### src/rtl/core/bgf_pkg.sv
package bgf_pkg;

  // One input frame.
  typedef struct packed {
    logic        in_present;
    logic [15:0] in_left;
    logic [15:0] in_top;
    logic [15:0] in_right;
    logic [15:0] in_bottom;
    logic        in_end;
  } bgf_in_t;

  // One emitted frame.
  typedef struct packed {
    logic        out_present;
    logic [15:0] out_left;
    logic [15:0] out_top;
    logic [15:0] out_right;
    logic [15:0] out_bottom;
    logic        out_filled;
    logic        out_overflow;
    logic        out_last;
  } bgf_out_t;

  // Sequencer to interpolation lane.
  typedef struct packed {
    logic start;
    logic advance;
  } bgf_lane_ctrl_t;

endpackage

### src/rtl/core/bgf_in_if.sv
interface bgf_in_if;
  logic             valid;
  logic             ready;
  bgf_pkg::bgf_in_t data;

  modport source (output valid, output data, input ready);
  modport sink (input valid, input data, output ready);
endinterface

### src/rtl/core/bgf_out_if.sv
interface bgf_out_if;
  logic              valid;
  logic              ready;
  bgf_pkg::bgf_out_t data;

  modport source (output valid, output data, input ready);
  modport sink (input valid, input data, output ready);
endinterface

### src/rtl/core/bgf_lane.sv
// One coordinate: |next-prev| / gap by restoring division, then steps
// k*|diff|/gap incrementally as quotient/remainder pairs.
module bgf_lane #(
  parameter int CW = 16,
  parameter int GW = 7
) (
  input  logic                    clk,
  input  logic                    rst,
  input  bgf_pkg::bgf_lane_ctrl_t ctrl,
  input  logic [CW-1:0]           prev,
  input  logic [CW-1:0]           next,
  input  logic [GW-1:0]           gap,
  output logic [CW-1:0]           mid,
  output logic                    busy
);

  localparam int CNTW = $clog2(CW + 1);

  logic [CW-1:0]   base;
  logic            neg;
  logic [CW-1:0]   mag;
  logic [GW-1:0]   rem;
  logic [GW-1:0]   gap_r;
  logic [CNTW-1:0] cnt;
  logic [CW-1:0]   quo_a;
  logic [GW-1:0]   rem_b;
  logic [CW-1:0]   acc_q;
  logic [GW-1:0]   acc_r;

  logic [CW-1:0] diff_mag;
  logic [GW:0]   trial;
  logic          qbit;
  logic [GW-1:0] rem_next;
  logic [CW-1:0] mag_next;
  logic [GW:0]   sum;

  always_comb begin
    diff_mag = (next >= prev) ? (next - prev) : (prev - next);
    trial    = {rem, mag[CW-1]};
    qbit     = (trial >= {1'b0, gap_r});
    rem_next = qbit ? GW'(trial - {1'b0, gap_r}) : trial[GW-1:0];
    mag_next = {mag[CW-2:0], qbit};
    sum      = {1'b0, acc_r} + {1'b0, rem_b};
    mid      = neg ? (base - acc_q) : (base + acc_q);
  end

  always_ff @(posedge clk) begin
    if (rst) begin
      busy <= 1'b0;
      cnt  <= '0;
    end else begin
      if (ctrl.start) begin
        busy  <= 1'b1;
        cnt   <= CNTW'(CW);
        base  <= prev;
        neg   <= (next < prev);
        mag   <= diff_mag;
        rem   <= '0;
        gap_r <= gap;
      end else if (busy) begin
        mag <= mag_next;
        rem <= rem_next;
        cnt <= cnt - 1'b1;
        if (cnt == CNTW'(1)) begin
          busy  <= 1'b0;
          quo_a <= mag_next;
          rem_b <= rem_next;
          acc_q <= mag_next;
          acc_r <= rem_next;
        end
      end else if (ctrl.advance) begin
        if (sum >= {1'b0, gap_r}) begin
          acc_r <= GW'(sum - {1'b0, gap_r});
          acc_q <= acc_q + quo_a + 1'b1;
        end else begin
          acc_r <= sum[GW-1:0];
          acc_q <= acc_q + quo_a;
        end
      end
    end
  end

endmodule

### src/rtl/core/box_gap_linear_filler.sv
// Box gap filler for a stream of tracked bounding boxes.
// Input channel in_ch carries one frame per transaction: a present flag,
// four Q12.4 coordinates and an end-of-timeline mark. Output channel out_ch
// carries the emitted frames, out_last set on the final one caused by each
// input frame. Missing frames are only counted; they come out when the next
// measured box, a pending-limit overflow or an end mark releases them.
// One frame is handled at a time: in_ch.ready is high only while idle.
// A frame that releases frames puts one result per cycle into the output
// register while the receiver takes them, and frees the input once its last
// result is registered. Interpolation first runs four lanes of a restoring
// divider in parallel, one per coordinate, in the divide state; the lanes
// then step k*diff/gap by accumulate and compare, one per result.
// A counted missing frame only adds to the pending count and emits nothing.
// A stalled receiver holds the output register and pauses the run with it.
// Synchronous reset clears the timeline: no box seen, no frames pending.
module box_gap_linear_filler #(
  parameter int MAX_PENDING = 63,
  parameter int COORD_BITS  = 16
) (
  input logic      clk,
  input logic      rst,
  bgf_in_if.sink   in_ch,
  bgf_out_if.source out_ch
);

  localparam int CW = (COORD_BITS < 16) ? COORD_BITS : 16;
  localparam int PW = $clog2(MAX_PENDING + 1);
  localparam int FW = $clog2(MAX_PENDING + 2);

  typedef enum logic [1:0] {ST_IDLE, ST_DIV, ST_EMIT} state_t;
  typedef enum logic [1:0] {K_COPY, K_INTERP, K_HOLD} kind_t;

  state_t state;
  kind_t  kind;
  logic   seen;
  logic [PW-1:0] pending;
  logic [3:0][CW-1:0] last_box;
  logic [FW-1:0] fill_left;
  logic   meas;
  logic   hold_present;
  logic   hold_ovf;
  logic   ovalid;
  bgf_pkg::bgf_out_t odata;

  logic [3:0][CW-1:0] box;
  logic [3:0][CW-1:0] mid;
  logic [3:0]         lane_busy;
  bgf_pkg::bgf_lane_ctrl_t lane_ctrl;
  logic accept;
  logic slot_free;
  logic gap_run;
  logic [CW-1:0] fill_coord [4];
  bgf_pkg::bgf_out_t fill_item;

  assign accept    = in_ch.valid && in_ch.ready;
  assign slot_free = !ovalid || out_ch.ready;
  assign gap_run   = in_ch.data.in_present && seen && (pending != '0);

  assign in_ch.ready  = (state == ST_IDLE);
  assign out_ch.valid = ovalid;
  assign out_ch.data  = odata;

  always_comb begin
    box[0] = in_ch.data.in_left[CW-1:0];
    box[1] = in_ch.data.in_top[CW-1:0];
    box[2] = in_ch.data.in_right[CW-1:0];
    box[3] = in_ch.data.in_bottom[CW-1:0];
    lane_ctrl.start   = accept && gap_run;
    lane_ctrl.advance = (state == ST_EMIT) && slot_free && (fill_left != '0)
                        && (kind == K_INTERP);
  end

  for (genvar c = 0; c < 4; c++) begin : g_lane
    bgf_lane #(.CW(CW), .GW(FW)) u_lane (
      .clk  (clk),
      .rst  (rst),
      .ctrl (lane_ctrl),
      .prev (last_box[c]),
      .next (box[c]),
      .gap  (FW'(pending) + 1'b1),
      .mid  (mid[c]),
      .busy (lane_busy[c])
    );
  end

  // Merge: pick each coordinate from the lanes or the stored box, or zero for an absent hold.
  always_comb begin
    for (int c = 0; c < 4; c++) begin
      case (kind)
        K_INTERP: fill_coord[c] = mid[c];
        K_HOLD:   fill_coord[c] = hold_present ? last_box[c] : '0;
        default:  fill_coord[c] = last_box[c];
      endcase
    end
    fill_item.out_present  = (kind == K_HOLD) ? hold_present : 1'b1;
    fill_item.out_left     = 16'(fill_coord[0]);
    fill_item.out_top      = 16'(fill_coord[1]);
    fill_item.out_right    = 16'(fill_coord[2]);
    fill_item.out_bottom   = 16'(fill_coord[3]);
    fill_item.out_filled   = (kind == K_HOLD) ? hold_present : 1'b1;
    fill_item.out_overflow = (kind == K_HOLD) && hold_ovf;
    fill_item.out_last     = (fill_left == FW'(1)) && !meas;
  end

  always_ff @(posedge clk) begin
    if (rst) begin
      state     <= ST_IDLE;
      seen      <= 1'b0;
      pending   <= '0;
      ovalid    <= 1'b0;
      fill_left <= '0;
      meas      <= 1'b0;
    end else begin
      // the emit state refills the register itself when the slot frees
      if (ovalid && out_ch.ready && (state != ST_EMIT)) begin
        ovalid <= 1'b0;
      end
      case (state)
        ST_IDLE: begin
          if (accept) begin
            if (in_ch.data.in_present) begin
              last_box  <= box;
              meas      <= 1'b1;
              fill_left <= FW'(pending);
              kind      <= seen ? K_INTERP : K_COPY;
              seen      <= !in_ch.data.in_end;
              pending   <= '0;
              state     <= gap_run ? ST_DIV : ST_EMIT;
            end else if (pending >= PW'(MAX_PENDING)) begin
              meas         <= 1'b0;
              fill_left    <= FW'(pending) + 1'b1;
              kind         <= K_HOLD;
              hold_present <= seen;
              hold_ovf     <= 1'b1;
              pending      <= '0;
              if (in_ch.data.in_end) begin
                seen <= 1'b0;
              end
              state <= ST_EMIT;
            end else if (in_ch.data.in_end) begin
              meas         <= 1'b0;
              fill_left    <= FW'(pending) + 1'b1;
              kind         <= K_HOLD;
              hold_present <= seen;
              hold_ovf     <= 1'b0;
              pending      <= '0;
              seen         <= 1'b0;
              state        <= ST_EMIT;
            end else begin
              pending <= pending + 1'b1;
            end
          end
        end
        ST_DIV: begin
          if (lane_busy == '0) begin
            state <= ST_EMIT;
          end
        end
        ST_EMIT: begin
          if (slot_free) begin
            ovalid <= 1'b1;
            if (fill_left != '0) begin
              odata     <= fill_item;
              fill_left <= fill_left - 1'b1;
              if (fill_item.out_last) begin
                state <= ST_IDLE;
              end
            end else begin
              odata.out_present  <= 1'b1;
              odata.out_left     <= 16'(last_box[0]);
              odata.out_top      <= 16'(last_box[1]);
              odata.out_right    <= 16'(last_box[2]);
              odata.out_bottom   <= 16'(last_box[3]);
              odata.out_filled   <= 1'b0;
              odata.out_overflow <= 1'b0;
              odata.out_last     <= 1'b1;
              meas               <= 1'b0;
              state              <= ST_IDLE;
            end
          end
        end
        default: state <= ST_IDLE;
      endcase
    end
  end

  a_pending_limit: assert property (@(posedge clk) disable iff (rst)
    pending <= PW'(MAX_PENDING))
    else $error("pending count above limit");

  a_lanes_ready: assert property (@(posedge clk) disable iff (rst)
    (state == ST_EMIT) && (kind == K_INTERP) && (fill_left != '0) |-> (lane_busy == '0))
    else $error("interpolated frame emitted while a lane is dividing");

  a_ovf_is_hold: assert property (@(posedge clk) disable iff (rst)
    ovalid && odata.out_overflow |-> (odata.out_present == odata.out_filled))
    else $error("overflow transaction is not a hold");

  a_seen_after_box: assert property (@(posedge clk) disable iff (rst)
    accept && in_ch.data.in_present && !in_ch.data.in_end |=> seen)
    else $error("measured box not recorded");

  a_emit_has_work: assert property (@(posedge clk) disable iff (rst)
    (state == ST_EMIT) |-> (fill_left != '0) || meas)
    else $error("emit state with nothing left to send");

endmodule

### src/flat_wrapper.sv
// flat-port wrapper written by rule: the top's interface ports become plain ports
module box_gap_linear_filler_flat 
#(
  parameter int MAX_PENDING = 63,
  parameter int COORD_BITS  = 16
)
  (clk, rst, in_ch_valid, in_ch_data, in_ch_ready, out_ch_valid, out_ch_data, out_ch_ready);
  bgf_in_if in_ch_i ();
  bgf_out_if out_ch_i ();
  input logic clk;
  input logic rst;
  input wire logic [$bits(in_ch_i.valid)-1:0] in_ch_valid;
  input wire logic [$bits(in_ch_i.data)-1:0] in_ch_data;
  output wire logic [$bits(in_ch_i.ready)-1:0] in_ch_ready;
  output wire logic [$bits(out_ch_i.valid)-1:0] out_ch_valid;
  output wire logic [$bits(out_ch_i.data)-1:0] out_ch_data;
  input wire logic [$bits(out_ch_i.ready)-1:0] out_ch_ready;
  assign in_ch_i.valid = in_ch_valid;
  assign in_ch_i.data = in_ch_data;
  assign in_ch_ready = in_ch_i.ready;
  assign out_ch_valid = out_ch_i.valid;
  assign out_ch_data = out_ch_i.data;
  assign out_ch_i.ready = out_ch_ready;
  box_gap_linear_filler #(.MAX_PENDING(MAX_PENDING), .COORD_BITS(COORD_BITS)) u_core (.clk(clk), .rst(rst), .in_ch(in_ch_i), .out_ch(out_ch_i));
endmodule
### config.mk
export PLATFORM = sky130hd
export DESIGN_NAME = box_gap_linear_filler_flat
export DESIGN_NICKNAME = d
export VERILOG_FILES = /design/src/rtl/core/bgf_pkg.sv /design/src/rtl/core/bgf_in_if.sv /design/src/rtl/core/bgf_out_if.sv /design/src/rtl/core/bgf_lane.sv /design/src/rtl/core/box_gap_linear_filler.sv /design/src/flat_wrapper.sv
export SDC_FILE = /design/constraint.sdc
export NUM_CORES = 1
export LEC_CHECK = 0
export BUFFER_PORTS_ARGS = -buffer_cell sky130_fd_sc_hd__buf_2
export CAP_MARGIN = 40
export CORE_MARGIN = 2
export CORE_UTILIZATION = 35
export DETAILED_ROUTE_END_ITERATION = 10
export SLEW_MARGIN = 20
export SYNTH_ARGS = -nofsm -noshare
export SYNTH_HDL_FRONTEND = slang
export SYNTH_SLANG_ARGS = --single-unit
### constraint.sdc
create_clock -name clk -period 10.46 [get_ports clk]
set_clock_uncertainty 0.05 [all_clocks]
set_input_delay 1.046 -clock clk [delete_from_list [all_inputs] [get_ports clk]]
set_output_delay 1.046 -clock clk [all_outputs]
set_load 0.01 [all_outputs]
==> results.md, run 1 <==
Status:
- The flow ran to the end, and the final reports show no timing, DRC or antenna violations.

Pwr:
- Of the total power, the share spent switching nets is 0.248.
- The analysis attributes to cell leakage a power of roughly 16 nW.
- The total power density per cell area is 121 nW/um^2.
- The power dissipated by switching net loads is roughly 1.2 mW.
- The maximum VDD drop is 127 uV.
- Of the total power, registers draw 0.473.
- The portion of total power attributed to combinational logic is 0.101.
- The clock group share of total power is 0.426.
- The internal portion of the total power is around 3.7 mW.

Worst hold path:
- Counting instances, the worst hold path has a depth of 0.
- The endpoint of the worst hold-timing path is u_core.hold_present.
- The worst hold path belongs to the class reg2reg.
- The launch point of the worst hold path is u_core.seen.

Placed design:
- The number of buffers added on ports is 139.
- Prior to clock tree synthesis, the placed netlist has a worst setup slack of 6.12 ns.
- The congestion estimate from routability-driven global placement came to 0.868.
- The placed wire-length estimate is 66.1 mm.

Timing:
- Static timing analysis puts the maximum clock frequency at roughly 230 MHz.
- The max-slew violation count is 0.
- The setup slack after layout is around 6 ns.
- Subtracting the final worst setup slack from the clock period gives 4.33 ns.
- The setup total negative slack is 0 ns.
- Headroom to the max-slew limit came out at 0.469.
- At the pin with the least slew margin, the transition time is 0.795 ns.
- The final-report setup violation count is 0.
- Dividing the final minimum period by the clock period gives 0.414.
- Setup repair after global routing left no endpoint under its margin.
- The number of hold-slack violations in the final timing report is 0.

Yosys:
- The synthesized area per cell is 9.73 um^2.
- The cell count after synthesis is approximately 3800.
- For this run, asynchronously set or reset flops after synthesis account for 0.
- Counting flops with a built-in enable in the synthesized netlist gives 487.
- The count of state elements after synthesis is approximately 530.
- The sequential cell area fraction in the yosys report is 0.423.
- The number of different library cells used by synthesis comes to 90.
- The mapped netlist covers 36600 um^2.
- The leading area contributor after synthesis is sky130_fd_sc_hd__edfxtp_1.
- After synthesis, the cell types taking the most area are sky130_fd_sc_hd__edfxtp_1, sky130_fd_sc_hd__ha_1, sky130_fd_sc_hd__xnor2_1.
- The portion of synthesized cell area occupied by the leading cell type is 0.400.
- The number of nets in the synthesized netlist is 4208.
- The synthesis warning total is 0.
- The prevailing post-synth register cell is sky130_fd_sc_hd__edfxtp_1.

Critical path:
- STA puts the critical path data required time at 10.88 ns.
- The endpoint arrival time on the critical path is 4.74 ns.
- Measured in cells, the most critical reg-to-reg path has a length of 21.
- The startpoint identified for the worst register-to-register timing path is u_core.g_lane[3].u_lane.rem_b[0].
- On the worst path, the slowest cell contributes a delay of 0.38 ns.
- The reg2reg setup slack is 6.13 ns.
- The endpoint identified for the worst register-to-register timing path is u_core.g_lane[3].u_lane.acc_q[15].
- The worst setup path is captured at a register.
- The critical-path cell with the highest stage delay is sky130_fd_sc_hd__edfxtp_1.
- The critical path goes through ha_1 -> inv_1 -> fa_1 -> nor2b_1 -> o21ai_0 -> nand2b_1 -> a21o_1 -> a21oi_1 -> xnor2_1 -> ha_1 -> a2111oi_0 -> o21ai_0 -> a21oi_1 -> o22ai_1 -> buf_4 -> nand3_1 -> and3b_1 -> nand3_1 -> nor3_1 -> mux2_1 -> o2111ai_1.
- The largest fanout on the critical path is 21.
- The critical path is of the reg2reg type.
- In this design, the largest share of critical-path delay is due to simple AND/OR/NAND/NOR gates.
- Together, buffers and inverters on the worst path number 2.
- The startpoint kind of the worst setup timing path is a register.

CTS:
- The post-cts hold buffer count is 0.
- In this run the number of H-tree levels came out at 2.
- The number of instances resized during post-cts repair is 0.
- The clock net in this run drives a total of 529 sinks.
- The total clock buffers created by CTS is slightly above 60.
- The clock tree from TritonCTS is done.
- The post-CTS setup-driven buffer insertion count is 0.
- The maximum buffer depth of the clock tree is 3.
- The cell sitting at the root of the clock tree is a sky130_fd_sc_hd__clkbuf_16.
- The clock latency reported for the late side of the worst-skew pair is 0.63 ns.
- The clock edge transition at the registers on the reported setup and hold paths is 0.06 ns.

Global route:
- The first-pass GRT wire length is 144 mm.
- The via count of the first global-routing pass is around 27000.
- For met3 alone, demand over resource in global routing was 0.0247.
- Entering global routing, the biggest net connects 53 pins.
- For this run the aggregate overflow at the end of global routing stands at 0.
- The number of antenna violations at the first check in global routing is 3.
- The fraction of met2 tracks used by global routing is 0.265.
- In this run the most used layer during global routing was met2.
- For met1 alone, demand over resource in global routing was 0.237.
- In the global route stage, overall resource usage came out at 0.166.

Cells and area:
- The most common cell after layout, fill and taps aside is sky130_fd_sc_hd__edfxtp_1.
- The share of post-route cells with drive strength above 1 is 0.0870.
- The post-layout utilization of the core is 0.395.
- At the end of the flow, the number of nets in the layout was approximately 4300.
- The library cells used most frequently in the layout, excluding fill and tap cells, are sky130_fd_sc_hd__edfxtp_1, sky130_fd_sc_hd__ha_1, sky130_fd_sc_hd__inv_1.
- 0 antenna diodes ended up in the layout.
- Compared with the post-synthesis result, the final layout area differs by 11.9%.

Routing:
- The detailed router's first-iteration violation count is about 1900.
- Before antenna repair, the detailed router went through 6 iterations.
- The total via count in the routed design is around 27000.
- Dividing the detail-routed wire length by the instance count gives ~17 um.
- The final antenna-violating net count is 0.
- The wire length after detailed routing is 89.7 mm.
- The number of vias per cell is roughly 5.1.
- The DRC violations left is 0.

Run:
- Max-cap violations in this run came to 0.

Floorplan:
- The region available for standard cell placement spans about 100000 um^2.
- The area of the die is 107000 um^2.
- The initial core utilization is 0.353.
- The die height is 327 um.
- The cell row count is approximately 120.
- The die is 327 um wide.
- For this design the top-level I/O count stands at 140.
==> power by group through the flow <==
stage,Clock [mW],Combinational (mW),Sequential (mW)
finish,2.11,0.504,2.35
global placement,0,0.492,2.39
CTS,2.18,0.504,2.35
detailed placement,0,0.500,2.39
floorplan,0,0.342,2.39
global route,2.25,0.565,2.35
==> synthesized netlist by cell type, types with 9 or more instances <==
master	count
sky130_fd_sc_hd__fa_1	28
sky130_fd_sc_hd__a211oi_1	44
sky130_fd_sc_hd__o21ai_0	239
sky130_fd_sc_hd__nor2b_1	64
sky130_fd_sc_hd__clkbuf_1	104
sky130_fd_sc_hd__a21o_1	90
sky130_fd_sc_hd__o211ai_1	20
sky130_fd_sc_hd__nor4_1	14
sky130_fd_sc_hd__nor2_1	296
sky130_fd_sc_hd__ha_1	350
sky130_fd_sc_hd__buf_2	12
sky130_fd_sc_hd__o21ai_1	64
sky130_fd_sc_hd__mux2i_1	43
sky130_fd_sc_hd__o21a_1	25
sky130_fd_sc_hd__xnor2_1	237
sky130_fd_sc_hd__nor3b_1	11
sky130_fd_sc_hd__xor2_1	104
sky130_fd_sc_hd__a31oi_1	30
sky130_fd_sc_hd__o21bai_1	34
sky130_fd_sc_hd__and3_1	26
sky130_fd_sc_hd__dfxtp_1	42
sky130_fd_sc_hd__and2_1	11
sky130_fd_sc_hd__nand2_1	318
sky130_fd_sc_hd__nand3_1	48
sky130_fd_sc_hd__a21oi_1	285
sky130_fd_sc_hd__edfxtp_1	487
sky130_fd_sc_hd__nand4_1	30
sky130_fd_sc_hd__inv_1	324
sky130_fd_sc_hd__o31a_1	9
sky130_fd_sc_hd__mux2_2	20
sky130_fd_sc_hd__o31ai_1	20
sky130_fd_sc_hd__nand2b_1	51
sky130_fd_sc_hd__a21boi_0	13
sky130_fd_sc_hd__or3_1	24
sky130_fd_sc_hd__nor3_1	92
==> per-stage QoR <==
stage / instance area [um^2] / total power, mW / hold slack [ns] / cells
after CTS: 40900 / 5.03 / 0.420 / 5309
after global routing: 40900 / 5.17 / 0.440 / 5313
after global placement: 38900 / 2.88 / 0.388 / 5192
after floorplan: 36600 / 2.74 / 0.373 / 3760
final: 40900 / 4.97 / 0.424 / 5313
after detailed placement: 39000 / 2.89 / 0.395 / 5200
==> area by class of cell <==
cell class | instances | area, um^2
fill | 10200 | 62700
multi-input combinational | 2787 | 19500
sequential | 529 | 15500
tap | 1380 | 1730
clock buffer | 83 | 1670
inverter | 327 | 1230
timing repair buffer | 181 | 1080
clock inverter | 26 | 255
==> how the worst max path moves through the flow <==
| stage | depth (start not counted) | endpoint | slack, ns | from |
|---|---|---|---|---|
| final | 21 | u_core.g_lane[3].u_lane.acc_q[15] | 6.13 | u_core.g_lane[3].u_lane.rem_b[0] |
| after global routing | 21 | u_core.g_lane[3].u_lane.acc_q[15] | 5.76 | u_core.g_lane[3].u_lane.rem_b[0] |
| after CTS | 17 | u_core.g_lane[2].u_lane.acc_q[11] | 6.14 | u_core.g_lane[2].u_lane.rem_b[0] |
| after detailed placement | 13 | u_core.g_lane[2].u_lane.mag[11] | 6.12 | in_ch_data[26] |
| after global placement | 12 | u_core.g_lane[3].u_lane.mag[8] | 5.96 | in_ch_data[14] |
| after floorplan | 3 | u_core.out_ch.data[0] | 5.64 | rst |
==> registers in the layout, summed over array words and instances, names as in the netlist, 7 cells and up <==
name / count
u_core.out_ch.data: 68
u_core.g_lane.u_lane.quo_a: 64
u_core.last_box: 64
u_core.g_lane.u_lane.cnt: 20
u_core.fill_left: 7
u_core.g_lane.u_lane.gap_r: 7
u_core.g_lane.u_lane.rem_b: 28
u_core.g_lane.u_lane.acc_r: 28
u_core.g_lane.u_lane.acc_q: 64
u_core.g_lane.u_lane.mag: 64
u_core.g_lane.u_lane.base: 64
u_core.g_lane.u_lane.rem: 28
==> metal layers <==
| layer | wire, um | vias to the layer above | share of wire |
|---|---|---|---|
| li1 | - | 13700 | - |
| met1 | 43700 | 12800 | 0.49 |
| met2 | 39800 | 547 | 0.44 |
| met3 | 4510 | 111 | 0.050 |
| met4 | 1710 | 4 | 0.019 |
| met5 | 24 | - | 0.00027 |
==> logic make-up (layout without fill, tap and decap cells) <==
logic type | count (synthesis) | count (layout) | share of synthesized area
fa+ha+maj | 378 | 378 | 0.135
xor+xnor | 342 | 342 | 0.0823
compound gates | 968 | 968 | 0.162
buf+inv | 444 | 617 | 0.0460
mux | 70 | 70 | 0.0201
flops | 529 | 529 | 0.423
simple gates | 1029 | 1029 | 0.132
(Power assumes the default switching activity.)
==> inputs of run 2 (changes only) <==
- clock period: 10.46 -> 4.45 ns (I/O delays scaled with it)
==> run 2 against run 1 <==
Compared with the run above: die area is the same; sequential power increased by 130%; critical path type unchanged; cell count rose by 1.5%; worst setup slack got worse by 5.8 ns; first-iteration DRC count is 2.6% lower; worst hold slack got worse by 0.38 ns; largest power group unchanged; cell area rose by 1.9%; largest cell class unchanged.
==> results.md, run 2 (synthesized netlist as in run 1, its figures left out) <==
CTS:
- The count of clock tree sinks is 529 (unchanged).
- The total clock buffers created by CTS is 61 (unchanged).
- The clock latency reported for the late side of the worst-skew pair is 0.65 ns (+0.02 ns).
- The post-CTS setup-driven buffer insertion count is 0 (unchanged).
- The clock edge transition at the registers on the reported setup and hold paths is 0.06 ns (about the same).
- In this run the clock root is driven by a sky130_fd_sc_hd__clkbuf_16.
- The maximum buffer depth of the clock tree is 3 (unchanged).
- The count of H-tree levels built during CTS is 2 (unchanged).
- TritonCTS built the clock tree.

Routing:
- The DRC violations left is 0 (unchanged).
- The first-pass detailed-route iteration total is 5 (-1).
- The average wire per cell in the routed design is 16.9 um (about the same).
- The detailed router's first-iteration violation count is 1843 (-2.6%).
- The final antenna-violating net count came to 0 (unchanged).
- The wire length after detailed routing was 91.1 mm (+1.5%).
- The number of vias per cell is 5.10 (-0.34%).
- The total via count in the routed design came to 27500 (+1.2%).

Pwr:
- The maximum VDD drop is 306 uV (+140%).
- The power dissipated by switching net loads is 2.97 mW (+140%).
- The clock group share of total power is 0.427 (about the same).
- The portion of total power attributed to combinational logic is 0.105 (+0.004).
- The static leakage is 16.8 nW (+2.1%).
- The switching part of the total is 0.252 (+0.00318).
- The fraction of power consumed by sequential logic is 0.468 (-0.005).
- The total power density per cell area is 283 nW/um^2 (+130%).
- The internal power consumption is 8.83 mW (+140%).

Global route:
- The number of antenna violations at the first check in global routing is 3 (unchanged).
- The first-pass GRT wire length is 145 mm (+0.81%).
- The pin count of the biggest net entering global routing came to 125 (+140%).
- The overall global routing resource usage is 0.168 (+0.00214).
- The remaining global-route overflow is 0 (unchanged).
- The via count of the first global-routing pass is 27000 (+0.83%).

Run:
- The total of max-cap violations is 0 (unchanged).

Placed design:
- The number of buffers added on ports came to 139 (unchanged).
- The cell count after placement is 5216 (+0.31%).
- The placed wire-length estimate was 67.0 mm (+1.3%).
- The weighted congestion at the end of routability-driven global placement is 0.858 (-1.2%).

Floorplan:
- The area of the die is 107000 um^2 (unchanged).
- The cell row count is 118 (unchanged).
- The initial core utilization came to 0.353 (unchanged).
- The overall die width is 327 um (unchanged).
- The top-level port count is 140 (unchanged).
- The die height is 327 um (unchanged).
- The floorplan core area is 104000 um^2 (unchanged).

Critical path:
- By startpoint and endpoint, the worst setup path is classified as reg2reg.
- The worst setup path is launched from a register.
- The endpoint arrival time on the critical path is 4.41 ns (-0.33 ns).
- The largest fanout on the critical path is 9 (-57%).
- The element type at the critical path end is a register.
- The required time of the worst setup path is 4.79 ns (-6.09 ns).
- The path depth of the worst reg2reg path is 21 (unchanged).

Timing:
- The max-slew violation count is 0 (unchanged).
- Setup repair after global routing left no endpoint under its margin.
- The number of hold-slack violations in the final timing report is 0 (unchanged).
- The relative slew slack came to 0.440 (-0.0285).
- The part of the cycle the worst path needs is 0.914 (+0.500).
- The highest clock frequency the design can meet is 246 MHz (+6.4%).
- The final-report setup violation count is 0 (unchanged).
- The setup total negative slack is 0 ns (unchanged).
- The final critical path time including I/O delays and setup is 4.07 ns (-0.260 ns).
- The slew at the pin closest to its max-slew limit is 0.839 ns (+0.0444 ns).

Cells and area:
- Leaving out fill and tap cells, the most frequent cells in the layout are sky130_fd_sc_hd__edfxtp_1, sky130_fd_sc_hd__ha_1, sky130_fd_sc_hd__inv_1.
- The most common cell after layout, fill and taps aside is sky130_fd_sc_hd__edfxtp_1.
- The footprint of the multi-input gates is 19500 um^2 (unchanged).
- The flip-flop count of the largest register, all copies and words added is 68 (unchanged).
- The post-route non-filler standard cell count is 5395 (+1.5%).
- The net total in the final layout is 4412 (+1.8%).
- The fill cell total of the finished layout is 10200 (-0.068%).
- The area taken by flip-flops and latches was 15500 um^2 (unchanged).
- The share of post-route cells with drive strength above 1 was 0.0887 (+0.00173).
- The signed area change from the synthesized netlist to the final layout is 14.1%.

Status:
- The run finished with clean final reports.

Worst hold path:
- The worst hold path depth was 1 (+1).
- The path category of the worst min-delay check is in2reg.
## run 2: cell count changes in the layout (fill, tap and decap cells not counted), moves of 2 or more
| cell | delta |
|---|---|
| sky130_fd_sc_hd__buf_4 | +15 |
| sky130_fd_sc_hd__clkinv_1 | +4 |
| sky130_fd_sc_hd__clkinv_8 | +2 |
| sky130_fd_sc_hd__dlygate4sd3_1 | +64 |
## run 2: power groups by stage
| stage | clock (mW) | sequential (mW) | combinational, mW |
|---|---|---|---|
| floorplan | 0 | 5.63 | 0.803 |
| global placement | 0 | 5.62 | 1.17 |
| detailed placement | 0 | 5.63 | 1.18 |
| CTS | 5.18 | 5.52 | 1.24 |
| global route | 5.35 | 5.53 | 1.38 |
| finish | 5.04 | 5.52 | 1.24 |
## run 2: through the flow
| stage | hold WS, ns | power (mW) | util | instance area, um^2 | worst slack [ns] |
|---|---|---|---|---|---|
| 5_1_grt | 0.0281 | 12.3 | 0.403 | 41700 | 0.00740 |
| 6_report | 0.0398 | 11.8 | 0.403 | 41700 | 0.383 |
| 3_3_place_gp | 0.395 | 6.79 | 0.377 | 39100 | 0.395 |
| 2_1_floorplan | 0.373 | 6.43 | - | 36600 | 0.0568 |
| 3_5_place_dp | 0.394 | 6.81 | 0.377 | 39100 | 0.414 |
| 4_1_cts | 0.000539 | 11.9 | 0.403 | 41700 | 0.395 |
## run 2: worst paths after layout
kind                                                        from                           endpoint  slack, ns
worst min-delay path                              in_ch_data[50]                 u_core.last_box[1]       0.04
worst max-delay path            u_core.g_lane[3].u_lane.acc_r[0]  u_core.g_lane[3].u_lane.acc_q[15]       0.38
worst min register to register                       u_core.seen                u_core.hold_present       0.41
worst max register to register  u_core.g_lane[3].u_lane.acc_r[0]  u_core.g_lane[3].u_lane.acc_q[15]       0.38
## run 2: final cells by class
type,instances,area share
Inverter,327,0.0295
Tap cell,1380,0.0414
Antenna cell,1,0.0000600
Sequential cell,529,0.371
Clock inverter,33,0.00800
Timing Repair Buffer,258,0.0439
Multi-Input combinational cell,2787,0.468
Clock buffer,80,0.0390
## run 2: critical path, cell delays in order, from the launching register on
cell,delay [ns]
sky130_fd_sc_hd__edfxtp_1,0.34
sky130_fd_sc_hd__ha_1,0.19
sky130_fd_sc_hd__inv_1,0.06
sky130_fd_sc_hd__fa_1,0.39
sky130_fd_sc_hd__nor2b_1,0.12
sky130_fd_sc_hd__o21ai_0,0.08
sky130_fd_sc_hd__nand2b_1,0.11
sky130_fd_sc_hd__a21o_1,0.13
sky130_fd_sc_hd__a21oi_1,0.07
sky130_fd_sc_hd__xnor2_1,0.15
sky130_fd_sc_hd__ha_1,0.20
sky130_fd_sc_hd__a2111oi_0,0.36
sky130_fd_sc_hd__o21ai_0,0.14
sky130_fd_sc_hd__a21oi_1,0.19
sky130_fd_sc_hd__o22ai_1,0.14
sky130_fd_sc_hd__buf_4,0.19
sky130_fd_sc_hd__nand3_1,0.16
sky130_fd_sc_hd__and3b_1,0.24
sky130_fd_sc_hd__nand3_1,0.10
sky130_fd_sc_hd__nor3_1,0.07
sky130_fd_sc_hd__mux2_1,0.22
sky130_fd_sc_hd__o2111ai_1,0.10
## run 2: metal layers
| layer | GRT usage | part of all wire | wire length [um] | up-vias |
|---|---|---|---|---|
| met1 | 0.239 | 0.49 | 44400 | 13000 |
| met4 | 0.0383 | 0.019 | 1720 | 2 |
| met2 | 0.273 | 0.45 | 40900 | 584 |
| met5 | 0 | 0.00013 | 12 | - |
| li1 | - | - | - | 13900 |
| met3 | 0.0206 | 0.046 | 4150 | 116 |
## run 2: repair_timing
item                                   in CTS  in global routing
hold buffers                               64                  0
endpoints found under the hold margin      64                  0
resized for setup                           0                  0
==> inputs of run 3 (changes only) <==
- CORE_MARGIN: 2 -> not set
==> run 3 against run 2 <==
Compared with the run above: global-route usage increased by 0.24 points; register-to-register slack got worse by 0.06 ns; cell area increased by 0.41%; first-iteration DRC count decreased by 5.4%; die area decreased by 1.2%; wire length decreased by 0.41%.
==> results.md, run 3 (synthesized netlist as in run 1, its figures left out) <==
Placed design:
- The number of buffers added on ports came to 139 (unchanged).
- The placed wire-length estimate is 66.6 mm (-0.56%).
- The weighted congestion at the end of routability-driven global placement came to 0.853 (-0.61%).
- The cell count after placement was 5218 (+0.038%).

Routing:
- The number of vias per cell came to 5.13 (+0.52%).
- The average wire per cell in the routed design is 16.8 um (-0.45%).
- The final antenna-violating net count was 0 (unchanged).
- The first-pass detailed-route iteration total came to 6 (+1).
- The detailed router's first-iteration violation count came to 1744 (-5.4%).
- The total via count in the routed design came to 27700 (+0.55%).
- The wire length after detailed routing is 90.7 mm (-0.41%).
- The DRC violations left is 0 (unchanged).

CTS:
- The clock latency reported for the late side of the worst-skew pair is 0.63 ns (-0.02 ns).
- The total clock buffers created by CTS is 67 (+9.8%).
- The count of clock tree sinks is 529 (unchanged).
- The clock edge transition at the registers on the reported setup and hold paths is 0.06 ns (about the same).
- The maximum buffer depth of the clock tree was 3 (unchanged).
- TritonCTS built the clock tree.
- The count of H-tree levels built during CTS is 3 (+1).
- The clock root buffer master is sky130_fd_sc_hd__clkbuf_16.

Pwr:
- The clock group share of total power came to 0.450 (+0.023).
- The total power density per cell area is 293 nW/um^2 (+3.6%).
- The fraction of power consumed by sequential logic is 0.450 (-0.018).
- The static leakage is 17.0 nW (+0.64%).
- The portion of total power attributed to combinational logic is 0.100 (-0.005).
- The power dissipated by switching net loads is 3.02 mW (+1.6%).
- The maximum VDD drop came to 240 uV (-21%).
- The switching part of the total is 0.246 (-0.00587).
- The internal power consumption was 9.26 mW (+4.9%).

Run:
- The total of max-cap violations is 0 (unchanged).

Cells and area:
- Leaving out fill and tap cells, the most frequent cell in the layout is sky130_fd_sc_hd__edfxtp_1.
- Relative to the synthesized area, the layout overhead comes to 14.5%.
- The net total in the final layout was 4414 (+0.045%).
- The post-layout utilization of the core is 0.404 (+0.00165).
- The share of post-route cells with drive strength above 1 is 0.0919 (+0.00319).
- The post-route non-filler standard cell count is 5397 (+0.037%).
- The flip-flop count of the largest register, all copies and words added is 68 (unchanged).
- Leaving out fill and tap cells, the most frequent cells in the layout are sky130_fd_sc_hd__edfxtp_1, sky130_fd_sc_hd__ha_1, sky130_fd_sc_hd__inv_1.

Timing:
- The part of the cycle the worst path needs is 0.928 (+0.0144).
- Setup repair after global routing left no endpoint under its margin.
- The number of hold-slack violations in the final timing report is 0 (unchanged).
- The max-slew violation count came to 0 (unchanged).
- The final-report setup violation count is 0 (unchanged).
- The relative slew slack is 0.479 (+0.0390).
- The highest clock frequency the design can meet is 242 MHz (-1.6%).
- The slew at the pin closest to its max-slew limit is 0.781 ns (-0.0585 ns).
- The setup total negative slack is 0 ns (unchanged).
- The final critical path time including I/O delays and setup was 4.13 ns (+0.0642 ns).

Critical path:
- The element type at the critical path end is a register.
- The type of the worst setup path is reg2reg.
- The required time of the worst setup path is 4.75 ns (-0.04 ns).
- The critical-path cell with the highest stage delay is sky130_fd_sc_hd__a2111oi_0.
- The path depth of the worst reg2reg path came to 19 (-9.5%).
- The largest fanout on the critical path is 22 (+13).
- The peak per-stage delay on the critical path is 0.51 ns (+0.12 ns).
- The startpoint kind of the worst setup timing path is a register.
- The capture instance of the worst register-to-register path is u_core.g_lane[3].u_lane.acc_q[15].
- Walking the worst path, the cells encountered are ha_1 -> inv_1 -> fa_1 -> nor2b_1 -> o21ai_0 -> nand2b_1 -> a21o_1 -> a21oi_1 -> xnor2_1 -> ha_1 -> a2111oi_0 -> o22ai_1 -> buf_6 -> nand3_1 -> and3b_1 -> nand3_1 -> nor3_2 -> mux2_1 -> o2111ai_1.
- The endpoint arrival time on the critical path was 4.44 ns (+0.03 ns).
- The cell family contributing the most delay on the critical path is compound AO/OA/AOI/OAI gates.
- The path length in cells of the critical path came to 19 (-9.5%).
- The startpoint of the worst register-to-register path is u_core.g_lane[3].u_lane.rem_b[0].
- The reg2reg setup slack is 0.32 ns (-0.06 ns).
- The count of buffering cells on the critical path with inverters included is 2 (unchanged).

Global route:
- The first-pass GRT wire length is 146 mm (+0.33%).
- The via count of the first global-routing pass is 26900 (-0.20%).
- The number of antenna violations at the first check in global routing is 4 (+1).
- The pin count of the biggest net entering global routing is 125 (unchanged).
- The overall global routing resource usage came to 0.170 (+0.00238).
- The remaining global-route overflow came to 0 (unchanged).

Floorplan:
- The area of the die is 106000 um^2 (-1.2%).
- The die height came to 325 um (-0.61%).
- The floorplan core area is 104000 um^2 (unchanged).
- The top-level port count is 140 (unchanged).
- The initial core utilization is 0.353 (unchanged).
- The cell row count is 118 (unchanged).
- The overall die width is 325 um (-0.61%).

Worst hold path:
- The path category of the worst min-delay check is in2reg.
- In this run the most critical hold path is launched from in_ch_data[51].
- The worst hold path depth came to 1 (unchanged).
- The endpoint of the worst hold-timing path is u_core.last_box[2].

Status:
- The flow ran to the end, and the final reports show no timing, DRC or antenna violations.
==> run 3: power by group through the flow <==
stage	sequential (mW)	combinational [mW]	clock (mW)
after floorplan	5.63	0.803	0
after global placement	5.62	1.17	0
after global routing	5.53	1.37	5.84
final	5.52	1.23	5.52
after detailed placement	5.63	1.18	0
after CTS	5.52	1.23	5.68
==> run 3: layer usage <==
metal	wire (um)	track usage	vias up
met2	40900	0.276	556
met5	13	0	-
met1	43900	0.239	13100
met4	1880	0.0419	2
met3	3970	0.0226	121
li1	-	-	13900
==> run 3: area by class of cell <==
cell class | count | area, um^2
multi-input cells | 2787 | 19500
flip-flops and latches | 529 | 15500
clock inverters | 36 | 375
diodes | 1 | 2.50
clock buffers | 83 | 1810
fillers | 10200 | 61700
repair buffers | 254 | 1770
well taps | 1380 | 1730
inverters | 327 | 1230
==> run 3: timing repair <==
item / in CTS / in global routing
hold buffers: 59 / 0
buffers inserted: 0 / 0
setup endpoints to repair: 0 / 4
endpoints found under the hold margin: 59 / 0
resized for setup: 0 / 4
==> run 3: per-stage QoR <==
| stage | cell area [um^2] | setup WS [ns] | hold WS [ns] | total power, mW |
|---|---|---|---|---|
| 2_1_floorplan | 36600 | 0.0568 | 0.373 | 6.43 |
| 3_3_place_gp | 39100 | 0.319 | 0.382 | 6.79 |
| 3_5_place_dp | 39100 | 0.269 | 0.409 | 6.81 |
| 4_1_cts | 41900 | 0.258 | 0.00118 | 12.4 |
| 5_1_grt | 41900 | 0.0379 | 0.0184 | 12.7 |
| 6_report | 41900 | 0.319 | 0.0403 | 12.3 |
==> run 3: worst max path at each step <==
stage	from	to	slack (ns)
final	u_core.g_lane[3].u_lane.rem_b[0]	u_core.g_lane[3].u_lane.acc_q[15]	0.32
after global routing	u_core.g_lane[3].u_lane.acc_r[0]	u_core.g_lane[3].u_lane.acc_q[15]	0.04
after CTS	u_core.g_lane[3].u_lane.rem_b[0]	u_core.g_lane[3].u_lane.acc_q[15]	0.26
after detailed placement	u_core.g_lane[3].u_lane.rem_b[0]	u_core.g_lane[3].u_lane.acc_q[15]	0.27
after global placement	u_core.g_lane[3].u_lane.rem_b[0]	u_core.g_lane[3].u_lane.acc_q[15]	0.32
after floorplan	u_core.state[1]	u_core.out_ch.data[0]	0.06
